===== config.mk =====
export PLATFORM = sky130hd
export DESIGN_NAME = adsr_envelope_generator
export DESIGN_NICKNAME = d
export VERILOG_FILES = /design/src/rtl/adsr_pkg.sv /design/src/rtl/adsr_cfg.sv /design/src/rtl/adsr_step.sv /design/src/rtl/adsr_envelope_generator.sv
export SDC_FILE = /design/constraint.sdc
export NUM_CORES = 1
export LEC_CHECK = 0
export BUFFER_PORTS_ARGS = -buffer_cell sky130_fd_sc_hd__buf_2
export CORE_UTILIZATION = 60
export CTS_CLUSTER_SIZE = 16
export DETAILED_ROUTE_END_ITERATION = 8
export PLACE_DENSITY = 0.78
export SLEW_MARGIN = 20
export SYNTH_ARGS = -nofsm -noshare
export SYNTH_HDL_FRONTEND = slang
export SYNTH_SLANG_ARGS = --single-unit

===== constraint.sdc =====
create_clock -name clk -period 10.99 [get_ports clk]
set_input_delay 2.198 -clock clk [delete_from_list [all_inputs] [get_ports clk]]
set_output_delay 2.198 -clock clk [all_outputs]
set_load 0.02 [all_outputs]

===== src/rtl/adsr_pkg.sv =====
package adsr_pkg;

    // field widths fixed by the interface
    localparam int RATE_BITS      = 16;
    localparam int DT_BITS        = 16;
    localparam int PROD_BITS      = RATE_BITS + DT_BITS;
    localparam int LEVEL_OUT_BITS = 16;
    localparam int PHASE_BITS     = 2;
    localparam int CFG_IDX_BITS   = 2;
    localparam int CFG_DATA_BITS  = 16;

    // register indexes
    localparam logic [CFG_IDX_BITS-1:0] CFG_ATTACK_RATE   = 2'd0;
    localparam logic [CFG_IDX_BITS-1:0] CFG_DECAY_RATE    = 2'd1;
    localparam logic [CFG_IDX_BITS-1:0] CFG_SUSTAIN_LEVEL = 2'd2;
    localparam logic [CFG_IDX_BITS-1:0] CFG_RELEASE_RATE  = 2'd3;

    // register reset values
    localparam logic [RATE_BITS-1:0] RST_ATTACK_RATE   = 16'd1310;
    localparam logic [RATE_BITS-1:0] RST_DECAY_RATE    = 16'd65;
    localparam logic [RATE_BITS-1:0] RST_SUSTAIN_LEVEL = 16'd39318;
    localparam logic [RATE_BITS-1:0] RST_RELEASE_RATE  = 16'd262;

    // command codes
    localparam logic CMD_TICK = 1'b0;
    localparam logic CMD_GATE = 1'b1;

    typedef enum logic [PHASE_BITS-1:0] {
        PH_ATTACK  = 2'd0,
        PH_DECAY   = 2'd1,
        PH_SUSTAIN = 2'd2,
        PH_RELEASE = 2'd3
    } phase_t;

    typedef struct packed {
        logic [RATE_BITS-1:0] attack_rate;
        logic [RATE_BITS-1:0] decay_rate;
        logic [RATE_BITS-1:0] sustain_level;
        logic [RATE_BITS-1:0] release_rate;
    } cfg_t;

    typedef struct packed {
        logic               command;
        logic               gate_on;
        logic [DT_BITS-1:0] elapsed;
    } evt_t;

endpackage


===== src/rtl/adsr_cfg.sv =====
module adsr_cfg (
    input  logic                                  clk,
    input  logic                                  rst_n,
    input  logic                                  cfg_we,
    input  logic [adsr_pkg::CFG_IDX_BITS-1:0]     cfg_index,
    input  logic [adsr_pkg::CFG_DATA_BITS-1:0]    cfg_data,
    output adsr_pkg::cfg_t                        cfg
);

    adsr_pkg::cfg_t cfg_reg;
    adsr_pkg::cfg_t cfg_next;

    always_comb
    begin
        cfg_next = cfg_reg;
        if (cfg_we)
        begin
            unique case (cfg_index)
                adsr_pkg::CFG_ATTACK_RATE:   cfg_next.attack_rate   = cfg_data;
                adsr_pkg::CFG_DECAY_RATE:    cfg_next.decay_rate    = cfg_data;
                adsr_pkg::CFG_SUSTAIN_LEVEL: cfg_next.sustain_level = cfg_data;
                adsr_pkg::CFG_RELEASE_RATE:  cfg_next.release_rate  = cfg_data;
                default:                     cfg_next = cfg_reg;
            endcase
        end
    end

    always_ff @(posedge clk or negedge rst_n)
    begin
        if (!rst_n)
        begin
            cfg_reg.attack_rate   <= adsr_pkg::RST_ATTACK_RATE;
            cfg_reg.decay_rate    <= adsr_pkg::RST_DECAY_RATE;
            cfg_reg.sustain_level <= adsr_pkg::RST_SUSTAIN_LEVEL;
            cfg_reg.release_rate  <= adsr_pkg::RST_RELEASE_RATE;
        end
        else
        begin
            cfg_reg <= cfg_next;
        end
    end

    assign cfg = cfg_reg;

endmodule


===== src/rtl/adsr_step.sv =====
module adsr_step #(
    parameter int LEVEL_BITS = 16
) (
    input  logic                  clk,
    input  logic                  rst_n,
    input  logic                  upd,
    input  adsr_pkg::evt_t        ev,
    input  adsr_pkg::cfg_t        cfg,
    output logic [LEVEL_BITS-1:0] level,
    output adsr_pkg::phase_t      phase
);

    // compare width: room for a level or a product plus one carry bit
    localparam int W  = (LEVEL_BITS > adsr_pkg::PROD_BITS) ? LEVEL_BITS
                                                           : adsr_pkg::PROD_BITS;
    localparam int CW = W + 1;

    logic [LEVEL_BITS-1:0]               level_reg;
    logic [LEVEL_BITS-1:0]               level_next;
    adsr_pkg::phase_t                    phase_reg;
    adsr_pkg::phase_t                    phase_next;

    logic [adsr_pkg::RATE_BITS-1:0]      rate;
    logic [adsr_pkg::PROD_BITS-1:0]      prod;
    logic [CW-1:0]                       full_w;
    logic [CW-1:0]                       sus_w;
    logic [CW-1:0]                       sus_cl;
    logic [CW-1:0]                       lvl_w;
    logic [CW-1:0]                       prod_w;
    logic [CW-1:0]                       lvl_plus;
    logic [CW-1:0]                       sus_plus;
    logic [CW-1:0]                       lvl_minus;

    // one multiplier, rate picked by the current phase
    always_comb
    begin
        unique case (phase_reg)
            adsr_pkg::PH_ATTACK:  rate = cfg.attack_rate;
            adsr_pkg::PH_DECAY:   rate = cfg.decay_rate;
            adsr_pkg::PH_SUSTAIN: rate = cfg.decay_rate;
            adsr_pkg::PH_RELEASE: rate = cfg.release_rate;
            default:              rate = cfg.release_rate;
        endcase
    end

    assign prod   = adsr_pkg::PROD_BITS'(rate) * adsr_pkg::PROD_BITS'(ev.elapsed);
    assign full_w = CW'({LEVEL_BITS{1'b1}});
    assign sus_w  = CW'(cfg.sustain_level);
    assign sus_cl = (sus_w > full_w) ? full_w : sus_w;
    assign lvl_w  = CW'(level_reg);
    assign prod_w = CW'(prod);

    assign lvl_plus  = lvl_w + prod_w;
    assign sus_plus  = sus_cl + prod_w;
    assign lvl_minus = lvl_w - prod_w;

    always_comb
    begin
        level_next = level_reg;
        phase_next = phase_reg;
        if (ev.command == adsr_pkg::CMD_GATE)
        begin
            phase_next = ev.gate_on ? adsr_pkg::PH_ATTACK : adsr_pkg::PH_RELEASE;
        end
        else
        begin
            unique case (phase_reg)
                adsr_pkg::PH_ATTACK:
                begin
                    if (lvl_plus >= full_w)
                    begin
                        level_next = LEVEL_BITS'(full_w);
                        phase_next = adsr_pkg::PH_DECAY;
                    end
                    else
                    begin
                        level_next = LEVEL_BITS'(lvl_plus);
                    end
                end
                adsr_pkg::PH_DECAY:
                begin
                    // at or below sustain plus the step: land on sustain
                    if (lvl_w <= sus_plus)
                    begin
                        level_next = LEVEL_BITS'(sus_cl);
                        phase_next = adsr_pkg::PH_SUSTAIN;
                    end
                    else
                    begin
                        level_next = LEVEL_BITS'(lvl_minus);
                    end
                end
                adsr_pkg::PH_SUSTAIN:
                begin
                    level_next = LEVEL_BITS'(sus_cl);
                end
                adsr_pkg::PH_RELEASE:
                begin
                    if (lvl_w <= prod_w)
                        level_next = '0;
                    else
                        level_next = LEVEL_BITS'(lvl_minus);
                end
                default:
                begin
                    level_next = level_reg;
                end
            endcase
        end
    end

    always_ff @(posedge clk or negedge rst_n)
    begin
        if (!rst_n)
        begin
            level_reg <= '0;
            phase_reg <= adsr_pkg::PH_RELEASE;
        end
        else if (upd)
        begin
            level_reg <= level_next;
            phase_reg <= phase_next;
        end
    end

    assign level = level_reg;
    assign phase = phase_reg;

    // a gate word moves only the phase
    assert property (@(posedge clk) disable iff (!rst_n)
        (upd && ev.command == adsr_pkg::CMD_GATE) |=> $stable(level_reg))
        else $error("gate word changed the level");

    // attack never lowers the level
    assert property (@(posedge clk) disable iff (!rst_n)
        (upd && ev.command == adsr_pkg::CMD_TICK && phase_reg == adsr_pkg::PH_ATTACK)
        |=> (level_reg >= $past(level_reg)))
        else $error("attack lowered the level");

    // release never raises the level
    assert property (@(posedge clk) disable iff (!rst_n)
        (upd && ev.command == adsr_pkg::CMD_TICK && phase_reg == adsr_pkg::PH_RELEASE)
        |=> (level_reg <= $past(level_reg) && phase_reg == adsr_pkg::PH_RELEASE))
        else $error("release raised the level or left release");

endmodule


===== src/rtl/adsr_envelope_generator.sv =====
// ADSR envelope generator with a 16-bit level output. Each input word is a
// gate change (command 1: gate_on high starts attack, low starts release, the
// level is kept) or a time tick (command 0) whose elapsed count advances the
// current phase by rate*elapsed: attack saturates at full scale and goes to
// decay, decay clamps at the sustain level and goes to sustain, sustain holds
// the sustain level, release floors at zero. Every input word returns exactly
// one output word with the level and phase after the event. The block takes a
// word every cycle unless the output stalls. An accepted word sits in the
// input register while the rate multiplier and the compare and clamp logic
// form the next envelope state; the envelope state register, loaded when the
// word advances, also serves as the output register. A stalled output word
// holds the state, so at most two words are inside the block and the input
// stalls only while both slots are full and the output is stalled. The state
// loop, one 16x16 multiply and a 33-bit compare, sets the clock. Configuration
// registers (attack_rate, decay_rate, sustain_level, release_rate at indexes
// 0..3) are written through cfg_we/cfg_index/cfg_data and must only change
// while no word is in flight.
module adsr_envelope_generator #(
    parameter int LEVEL_BITS = 16
) (
    input  logic                                    clk,
    input  logic                                    rst_n,

    // configuration write port
    input  logic                                    cfg_we,
    input  logic [adsr_pkg::CFG_IDX_BITS-1:0]       cfg_index,
    input  logic [adsr_pkg::CFG_DATA_BITS-1:0]      cfg_data,

    // input word channel
    input  logic                                    in_valid,
    output logic                                    in_stall,
    input  logic                                    command,
    input  logic                                    gate_on,
    input  logic [adsr_pkg::DT_BITS-1:0]            elapsed,

    // output word channel
    output logic                                    out_valid,
    input  logic                                    out_stall,
    output logic [adsr_pkg::LEVEL_OUT_BITS-1:0]     level,
    output logic [adsr_pkg::PHASE_BITS-1:0]         phase
);

    adsr_pkg::cfg_t         cfg;

    // input register
    logic                   s1_valid_reg;
    logic                   s1_valid_next;
    adsr_pkg::evt_t         s1_evt_reg;
    logic                   in_take;

    // output word valid; the envelope state is its payload
    logic                   out_valid_reg;
    logic                   out_valid_next;
    logic                   s1_move;

    logic [LEVEL_BITS-1:0]  env_level;
    adsr_pkg::phase_t       env_phase;

    adsr_cfg u_cfg (
        .clk       (clk),
        .rst_n     (rst_n),
        .cfg_we    (cfg_we),
        .cfg_index (cfg_index),
        .cfg_data  (cfg_data),
        .cfg       (cfg)
    );

    // word in the input register advances when the output slot is free or draining
    assign s1_move  = s1_valid_reg && (!out_valid_reg || !out_stall);
    assign in_stall = s1_valid_reg && !s1_move;
    assign in_take  = in_valid && !in_stall;

    always_comb
    begin
        s1_valid_next = s1_valid_reg;
        if (in_take)
            s1_valid_next = 1'b1;
        else if (s1_move)
            s1_valid_next = 1'b0;
    end

    always_comb
    begin
        out_valid_next = out_valid_reg;
        if (s1_move)
            out_valid_next = 1'b1;
        else if (!out_stall)
            out_valid_next = 1'b0;
    end

    always_ff @(posedge clk or negedge rst_n)
    begin
        if (!rst_n)
        begin
            s1_valid_reg  <= 1'b0;
            out_valid_reg <= 1'b0;
        end
        else
        begin
            s1_valid_reg  <= s1_valid_next;
            out_valid_reg <= out_valid_next;
        end
    end

    // payload needs no reset
    always_ff @(posedge clk)
    begin
        if (in_take)
        begin
            s1_evt_reg.command <= command;
            s1_evt_reg.gate_on <= gate_on;
            s1_evt_reg.elapsed <= elapsed;
        end
    end

    // envelope state update, one word per cycle while the output is not stalled
    adsr_step #(
        .LEVEL_BITS (LEVEL_BITS)
    ) u_step (
        .clk   (clk),
        .rst_n (rst_n),
        .upd   (s1_move),
        .ev    (s1_evt_reg),
        .cfg   (cfg),
        .level (env_level),
        .phase (env_phase)
    );

    assign out_valid = out_valid_reg;
    assign level     = adsr_pkg::LEVEL_OUT_BITS'(env_level);
    assign phase     = env_phase;

    // every word that leaves the input register shows up as an output word
    assert property (@(posedge clk) disable iff (!rst_n)
        s1_move |=> out_valid_reg)
        else $error("output word lost after state update");

    // input side only stalls with a word parked in the input register
    assert property (@(posedge clk) disable iff (!rst_n)
        in_stall |-> (s1_valid_reg && out_valid_reg && out_stall))
        else $error("input stalled without a blocked word");

    // a taken output word with nothing behind it clears the output slot
    assert property (@(posedge clk) disable iff (!rst_n)
        (out_valid_reg && !out_stall && !s1_move) |=> !out_valid_reg)
        else $error("output word repeated");

endmodule


# Word level (Yosys, flattened, before mapping)
# Index checks and enable logic that the tools add are counted.
# word_totals
reg_bits	102
output_inout_bits	20
# op_classes
n_addsub	3
order_cmp	4
reduce_logical	19
eq_ne	9
n_mux	15
n_mul	1
n_bitwise	1
# ops
operator	n
adder 16 x 32 -> 33 bit	2
2-to-1 mux 16 bit	4
one-hot mux 16 bit (4 select lines)	1
one-hot mux 16 bit (3 select lines)	1
greater-or-equal comparator 33 x 16 -> 1 bit, second input constant	1
less-or-equal comparator 16 x 33 -> 1 bit	1
less-or-equal comparator 16 x 32 -> 1 bit	1
multiplier 16 x 16 -> 32 bit	1
> comparator 16 bit, second input constant	1
subtractor 16 bit	1
AND reduction 2 bit	5
== test 2 bit, second input constant	4
2-to-1 mux 2 bit	4
!= test 3 x 2 -> 1 bit, second input constant	2
== test 2 x 1 -> 1 bit, second input constant	2
zero test 1 bit	4
zero test 2 bit	2
2-to-1 mux 1 bit	4
one-hot mux 2 bit (2 select lines)	1
AND reduction 4 bit	1
logical AND 1 bit	3
nonzero test 3 bit	1
!= test 2 x 1 -> 1 bit, second input constant	1
nonzero test 2 bit	1
3 further kinds	3

# Logic depth before layout (Yosys ltp)
# Gate-level depths: netlist of run 1.
# depth
word_depth	9
ltp_mapped	45
ltp_nobuf	42

# Hierarchy
# Synthesis of run 1 repeated with hierarchy kept, for this count alone.
# hier_totals
cells_unflattened	1894
hier_area_um2	16901.2
# by_module_without_submodules
mod	cells_per_inst	n_inst	area_each_um2
adsr_step	1732	1	13833.3
adsr_cfg	136	1	2434.8
adsr_envelope_generator	26	1	633.1

# Least setup slack after synthesis of run 1
# No wires, ideal clock.
# synth_path
path_type	reg2reg
from	reg u_step.phase_reg[1], in the netlist u_step.phase[1]
to	reg u_step.level_reg[10], in the netlist u_step.level[10]
path_slack_ps	845
stages_incl_launch_ff	41
setup_time_ps	127
t_required_ps	10863
arrival_time_ps	10019
period_less_slack_ps	10145
path_cell_list	dfstp_2 > inv_1 > ha_1 > clkbuf_1 > clkbuf_1 > a22oi_1 > o21ai_0 > clkbuf_1 > nand2_1 > fa_1 > fa_1 > inv_1 > fa_1 > fa_1 > inv_1 > fa_1 > inv_1 > fa_1 > [5 not listed] > o21bai_1 > a21oi_1 > xnor2_1 > ha_1 > inv_1 > nor3_1 > nand3_1 > o21ai_0 > o21ba_2 > nor4_2 > or4b_4 > mux2i_1 > o22ai_1 > or4_4 > buf_6 > buf_2 > o22ai_1 > a21oi_1
# synth_between
elab_chain_len	8
# synth_rtl
element	line	text
start: declaration	adsr_step.sv:20	adsr_pkg::phase_t phase_reg;
start signal: assignment	adsr_step.sv:117	phase_reg <= adsr_pkg::PH_RELEASE;
start signal: assignment	adsr_step.sv:122	phase_reg <= phase_next;
== test 2 bit / == test 2 x 1 -> 1 bit (equally long branches)	adsr_step.sv:37, adsr_step.sv:67	
OR reduction 2 bit (no line)	--	
one-hot mux 16 bit (3 select lines)	adsr_step.sv:37	unique case (phase_reg)
multiplier 16 x 16 -> 32 bit	adsr_step.sv:46	assign prod = adsr_pkg::PROD_BITS'(rate) * adsr_pkg::PROD_BITS'(ev.elapsed);
adder 16 x 32 -> 33 bit, on equally long branches	adsr_step.sv:54, adsr_step.sv:53	
less-or-equal comparator 16 x 33 -> 1 bit / greater-or-equal comparator 33 x 16 -> 1 bit (equally long branches)	adsr_step.sv:83, adsr_step.sv:70	
2-to-1 mux 16 bit, on equally long branches	adsr_step.sv:83, adsr_step.sv:70	
one-hot mux 16 bit (4 select lines) *	adsr_step.sv:67	unique case (phase_reg)
end signal: assignment	adsr_step.sv:121	level_reg <= level_next;
end: declaration	adsr_step.sv:18	logic [LEVEL_BITS-1:0] level_reg;
# Mark *: on every way between the ends. The rest lies on a longest branch, timed or not.
# A chain may end at the register's enable or synchronous reset.

# Final worst setup path of run 1
# layout_path
from	reg u_step.phase_reg[1], in the netlist u_step.phase[1]
to	reg u_step.phase_reg[0], in the netlist u_step.phase[0]
# layout_between
elab_chain_len	8
# layout_rtl
element	line
== test 2 bit / == test 2 x 1 -> 1 bit (equally long branches)	adsr_step.sv:37, adsr_step.sv:67
OR reduction 2 bit (no line)	--
one-hot mux 16 bit (3 select lines)	adsr_step.sv:37
multiplier 16 x 16 -> 32 bit	adsr_step.sv:46
adder 16 x 32 -> 33 bit, on equally long branches	adsr_step.sv:54, adsr_step.sv:53
less-or-equal comparator 16 x 33 -> 1 bit / greater-or-equal comparator 33 x 16 -> 1 bit (equally long branches)	adsr_step.sv:83, adsr_step.sv:70
!= test 3 x 2 -> 1 bit (no line)	--
AND reduction 4 bit (no line)	--
# Several ways; a longest one is shown, not always the timed one.

==> results of run 1 <==
## cell type report
type	instances	area [um^2]	area share (%)
tap	378	473.0	2.607
clock buffer	9	225.2	1.241
timing repair buffer	92	546.8	3.013
multi-input combinational	1469	13080	72.07
inverter	283	1062	5.854
sequential	102	2669	14.71
clock inverter	7	91.34	0.5034
## synthesized netlist by cell type, drive strengths merged, types with 4 or more instances
master,instances,area share [%]
inv,283,6.2
nand2,229,5.0
fa,197,23
ha,172,13
and2,119,4.3
a21oi,101,3.0
clkbuf,69,1.5
o21ai,67,2.0
mux2,64,4.2
dfrtp,63,9.2
nor2,61,1.3
xnor2,48,2.7
nor3,31,0.91
o211ai,31,1.4
nand2b,25,0.91
nand3,23,0.70
nand4,22,0.96
a21o,21,0.92
dfstp,21,3.2
a22oi,20,0.88
edfxtp,18,3.2
o22ai,18,0.66
xor2,18,0.92
a31oi,17,0.62
nor4,17,0.87
buf,16,0.51
a211oi,15,0.73
o21a,13,0.61
o21bai,12,0.53
a211o,9,0.46
and3,9,0.33
and4,8,0.41
o31ai,7,0.31
or2,7,0.27
or3,7,0.28
a41oi,5,0.26
nor2b,5,0.18
or4,5,0.26
a21bo,4,0.23
a31o,4,0.20
## worst min path at each step
stage | cells after the start | to | slack [ns]
2_1_floorplan | 1 | u_cfg.cfg[37] | 0.48
3_3_place_gp | 1 | u_cfg.cfg[45] | 0.49
3_5_place_dp | 1 | u_cfg.cfg[37] | 0.50
4_1_cts | 1 | u_cfg.cfg[39] | 0.52
5_1_grt | 1 | u_cfg.cfg[37] | 0.53
6_report | 1 | u_cfg.cfg[41] | 0.51
## stage by stage
step	hold WS, ns	setup slack (ns)	utilization (%)
floorplan	0.4799	0.8446	-
global placement	0.4871	0.6200	63.76
detailed placement	0.4961	0.3690	63.76
CTS	0.5162	0.2794	64.90
global route	0.5252	0.003651	64.96
finish	0.5148	0.4099	64.96
## metal layers
layer	vias up	wire length, um	part of all wire (%)	GRT usage [%]
li1	6580	-	-	-
met1	7188	20430	42	46.69
met2	692	22280	46	54.29
met3	149	3728	7.6	4.164
met4	0	2377	4.9	15.99
met5	-	0	0	0
## cell families (layout without fill, tap and decap cells)
group | after synthesis | in the layout
DFF | 102 | 102
muxes | 67 | 67
AOI/OAI and AO/OA | 384 | 384
xor gates and xnor gates | 66 | 66
and+or+nand+nor | 583 | 583
adders and majority gates | 369 | 369
buffers and inverters | 368 | 391
==> impl_metrics.env, run 1 <==
export IMPL_synth_top_family_by_area="adder cells"
export IMPL_ys_flop_type="dfrtp_1"
export IMPL_dp_hpwl_um=38310
export IMPL_area_growth_pct=5.939
export IMPL_yosys_area_share_simple_pct=17.58
export IMPL_netlist_instances=1939
export IMPL_fin_crit_sh_pct=96.27
export IMPL_drt_pre_antenna_iters=6
export IMPL_finalHoldViolations=0
export IMPL_timing_critical_path_mode_cell="fa_1"
export IMPL_arrival_ns=10.85
export IMPL_ctsLongestPathBuffers=2
export IMPL_r2r_end="u_step.phase[0]"
export IMPL_vias=14610
export IMPL_fin_crit_ns=10.58
export IMPL_crit_slowest_cell="dfstp_2"
export IMPL_required_ns=11.26
export IMPL_port_buffers=60
export IMPL_clockRootBuffer="clkbuf_16"
export IMPL_grt_antenna_before_repair=0
export IMPL_synth_mux_area_share_pct=4.383
export IMPL_dpl_cell_area_mm2=0.01781
export IMPL_cts_resized=0
export IMPL_crit_buf_inv=5
export IMPL_ys_async_sr_fraction_pct=82.35
export IMPL_io_pins=61
export IMPL_grt_ovfl_total=0
export IMPL_die_area_mm2=0.02923
export IMPL_rows=61
export IMPL_ctsHoldBuffers=0
export IMPL_outcome="completed"
export IMPL_cts_clk_slew_worst_paths_ns=0.08
export IMPL_layout_commonest_cell="inv_1"
export IMPL_grt_max_degree=85
export IMPL_yosysWarnings=0
export IMPL_synthAdderAreaFrac_pct=35.59
export IMPL_setup_viol=0
export IMPL_ys_types=89
export IMPL_cts_sinks=102
export IMPL_tns_ns=0
export IMPL_crit_path_start="u_step.phase[1]"
export IMPL_drive_gt1_share_pct=12.28
export IMPL_drtIter0Drc=1136
export IMPL_ant_nets=0
export IMPL_htree_levels=3
export IMPL_synth_seq_area_share_pct=15.58
export IMPL_syn_area_per_cell_um2=8.833
export IMPL_rsz0062_at_grt="no"
export IMPL_synthXorXnorAreaFrac_pct=3.616
export IMPL_grt_total_usage_pct=34.20
export IMPL_syn_nets=2349
export IMPL_postCtsSetupBuffers=0
export IMPL_largest_register_ffs=64
export IMPL_fin_nets=2367
export IMPL_fin_cells=2340
export IMPL_ys_ff_latch=102
export IMPL_fmax_mhz=94.52
export IMPL_syn_area_mm2=0.01713
export IMPL_clock_latency_ns=0.36
export IMPL_most_common_layout_cells="inv_1 (283), nand2_1 (229), fa_1 (197)"
export IMPL_grt_pass1_wl_um=77430
export IMPL_reg2reg_from="u_step.phase[1]"
export IMPL_grt_pass1_vias=14530
export IMPL_coreArea_mm2=0.02793
export IMPL_slew_headroom_pct=35.75
export IMPL_path_depth=39
export IMPL_post_route_drc_count=0
export IMPL_critical_path_class="flop to flop"
export IMPL_drv_slew=0
export IMPL_synth_edf_count=18
export IMPL_max_cap_violations=0
export IMPL_cts_tree="done"
export IMPL_r2r_cells=39
export IMPL_die_x_um=171.0
export IMPL_max_stage_delay_ns=0.58
export IMPL_cts_buffers=9
export IMPL_critPathMaxFanout=16
export IMPL_routed_wl_um=48810
export IMPL_design_area_mm2=0.01814
export IMPL_endpoint="u_step.phase[0]"
export IMPL_cp_start_kind="flop"
export IMPL_critPathTopFamily="adder cells"
export IMPL_place_congestion=0.9997
export IMPL_ff2ff_setup_slack_ns=0.41
export IMPL_hp_class="flop to flop"
export IMPL_skew_ns=0.008103
export IMPL_synth_compound_area_share_pct=15.02
export IMPL_wl_per_cell_um=20.86
export IMPL_die_y_um=171.0
export IMPL_crit_path_end_kind="flop"
export IMPL_dp_cells=2324
export IMPL_start_util_pct=61.31
export IMPL_min_from="u_cfg.cfg[41]"
export IMPL_vias_per_cell=6.243
export IMPL_tightestPinTransition_ns=0.9637
export IMPL_n_antenna_cell=0
export IMPL_fillCellCount=2335
Power of run 1 is left out: the tool's default activity adds up to more than one toggle a clock period on the data nets, which glitch-free logic cannot reach.
==> run 2, diff against run 1 <==
--- a/config.mk
+++ b/config.mk
@@ -5,11 +5,13 @@
 export SDC_FILE = /design/constraint.sdc
 export NUM_CORES = 1
 export LEC_CHECK = 0
+export ABC_AREA = 1
 export BUFFER_PORTS_ARGS = -buffer_cell sky130_fd_sc_hd__buf_2
 export CORE_UTILIZATION = 60
 export CTS_CLUSTER_SIZE = 16
 export DETAILED_ROUTE_END_ITERATION = 8
-export PLACE_DENSITY = 0.78
+export PLACE_DENSITY = 0.77
+export REMOVE_ABC_BUFFERS = 1
 export SLEW_MARGIN = 20
 export SYNTH_ARGS = -nofsm -noshare
 export SYNTH_HDL_FRONTEND = slang
==> run 2 against run 1 <==
Effect of this change:
- wire length increased by 23%
- largest cell class unchanged
- synthesized area is 7.9% higher
- non-clock buffer count shrank 18
- global-route usage is 5.2 points higher
- highest routed layer is now met5
- hold slack lost 0.033 ns
==> impl_metrics.env, run 2 <==
export IMPL_grt_ovfl_total=0
export IMPL_max_stage_delay_ns=0.59
export IMPL_ff2ff_setup_slack_ns=0.59
export IMPL_post_place_ws_ns=0.4444
export IMPL_die_x_um=177.5
export IMPL_clock_latency_ns=0.38
export IMPL_ys_flop_type="dfrtp_1"
export IMPL_slew_headroom_pct=29.51
export IMPL_ys_async_sr_fraction_pct=82.35
export IMPL_hold_ws_ns=0.4819
export IMPL_syn_area_per_cell_um2=7.068
export IMPL_ys_types=54
export IMPL_post_route_drc_count=0
export IMPL_drv_slew=0
export IMPL_crit_path_start="u_step.phase[0]"
export IMPL_ant_nets=0
export IMPL_clockRootBuffer="clkbuf_16"
export IMPL_io_pins=61
export IMPL_most_common_layout_cells="nand2_1 (717), inv_1 (485), nor2_1 (233)"
export IMPL_reg2reg_from="u_step.phase[0]"
export IMPL_critical_path_class="flop to flop"
export IMPL_worst_slack_ns=0.5908
export IMPL_critPathMaxFanout=28
export IMPL_n_antenna_cell=0
export IMPL_yosysMostFrequentCell="nand2_1"
export IMPL_use_met2_pct=61.70
export IMPL_synth_seq_area_share_pct=14.45
export IMPL_grt_pass1_vias=17120
export IMPL_vias_per_cell=5.837
export IMPL_synth_edf_count=18
export IMPL_ctsHoldBuffers=0
export IMPL_cts_buffers=9
export IMPL_finalHoldViolations=0
export IMPL_postLayoutCoreUtil_pct=64.86
export IMPL_outcome="completed"
export IMPL_crit_slowest_cell="dfstp_2"
export IMPL_fillCellCount=2712
export IMPL_tightestPinTransition_ns=1.054
export IMPL_rows=63
export IMPL_wl_per_cell_um=19.79
export IMPL_ctsLongestPathBuffers=2
export IMPL_required_ns=11.26
export IMPL_skew_ns=0.01452
export IMPL_grtUsageMet3_pct=8.419
export IMPL_cts_sinks=102
export IMPL_arrival_ns=10.67
export IMPL_yosysTopAreaCell="fa_1"
export IMPL_rsz0062_at_grt="no"
export IMPL_drtIter0Drc=1975
export IMPL_drt_pre_antenna_iters=6
export IMPL_critPathTopFamily="adder cells"
export IMPL_grt_pass1_wl_um=93720
export IMPL_ys_ff_latch=102
export IMPL_path_depth=45
export IMPL_start_util_pct=61.68
export IMPL_port_buffers=60
export IMPL_netlist_top_cells_count="nand2_1 (718), inv_1 (487), nor2_1 (233)"
export IMPL_area_growth_pct=5.154
export IMPL_top_usage_layer="met2"
export IMPL_grt_max_degree=85
export IMPL_r2r_cells=45
export IMPL_fin_crit_ns=10.40
export IMPL_timing_critical_path_mode_cell="nand2_1"
export IMPL_endpoint="u_step.level[3]"
export IMPL_die_y_um=177.5
export IMPL_grtUsageMet1_pct=52.03
export IMPL_place_congestion=0.9931
export IMPL_crit_path_end_kind="flop"
export IMPL_cts_clk_slew_worst_paths_ns=0.08
export IMPL_multi_input_area_mm2=0.01359
export IMPL_synth_area_leaders="fa_1 (21%), nand2_1 (15%), ha_1 (12%)"
export IMPL_routed_wl_um=59870
export IMPL_fmax_mhz=96.16
export IMPL_die_area_mm2=0.03150
export IMPL_cts_tree="done"
export IMPL_hp_class="flop to flop"
export IMPL_fin_nets=3040
export IMPL_synth_top_area_share_pct=21.35
export IMPL_largest_register_ffs=64
export IMPL_tns_ns=0
export IMPL_grt_total_usage_pct=39.37
export IMPL_fin_crit_sh_pct=94.62
export IMPL_r2r_end="u_step.level[3]"
export IMPL_netlist_instances=2614
export IMPL_dp_hpwl_um=48810
export IMPL_cp_start_kind="flop"
export IMPL_htree_levels=3
export IMPL_crit_buf_inv=8
export IMPL_setup_viol=0
export IMPL_yosysWarnings=0
export IMPL_syn_area_mm2=0.01848
export IMPL_vias=17660
export IMPL_drive_gt1_share_pct=9.146
export IMPL_grt_antenna_before_repair=1
export IMPL_max_cap_violations=0
export IMPL_layout_commonest_cell="nand2_1"
export IMPL_area_sequential_mm2=0.002669
export IMPL_coreArea_mm2=0.02995
-- run 2: kinds of logic after synthesis --
logic type      Yosys count  share of synthesized area, %
fa+ha+maj               369                         32.99
buf+inv                 585                         12.10
simple gates           1256                         30.08
xor+xnor                 65                         3.081
flops                   102                         14.45
compound gates          237                         7.294
-- run 2: final cells by class --
| cell class | count | area share (%) |
|---|---|---|
| clock inverters | 7 | 0.4959 |
| well taps | 390 | 2.512 |
| multi-input cells | 1927 | 69.94 |
| flip-flops and latches | 102 | 13.74 |
| clock buffers | 9 | 1.159 |
| inverters | 516 | 10.04 |
| repair buffers | 74 | 2.119 |
-- run 2: tightest hold or removal path, delay by kind of cell (launching register included) --
kind,cells,cell delay [ns]
simple gates,1,0.05
flops,1,0.35
buf+inv,1,0.05
-- run 2: repair_timing --
item | CTS | global route
gates resized for setup | 0 | 10
hold endpoints to repair | 0 | 0
setup buffers | 0 | 4
setup endpoints to repair | 0 | 17
-- run 2: worst min-delay path by stage --
stage             startpoint             to  slack (ns)  depth (start not counted)
2_1_floorplan  u_cfg.cfg[53]  u_cfg.cfg[53]        0.45                          2
3_3_place_gp    s1_valid_reg      out_valid        0.45                          2
3_5_place_dp    s1_valid_reg      out_valid        0.46                          2
4_1_cts         s1_valid_reg      out_valid        0.48                          2
5_1_grt        u_cfg.cfg[35]  u_cfg.cfg[35]        0.51                          2
6_report        s1_valid_reg      out_valid        0.48                          2
-- run 2: per-layer routing --
metal,wire length (um),vias to the layer above,share of wire (%)
met1,24090,8429,40
met2,26690,959,45
met5,13,-,0.022
li1,-,8085,-
met4,2958,2,4.9
met3,6123,183,10
-- run 2: stage by stage --
stage,cell area (um^2),instances
2_1_floorplan,18180,2545
3_3_place_gp,19040,3005
3_5_place_dp,19040,3005
4_1_cts,19360,3021
5_1_grt,19430,3025
6_report,19430,3025
Power of run 2 is left out for the same reason.
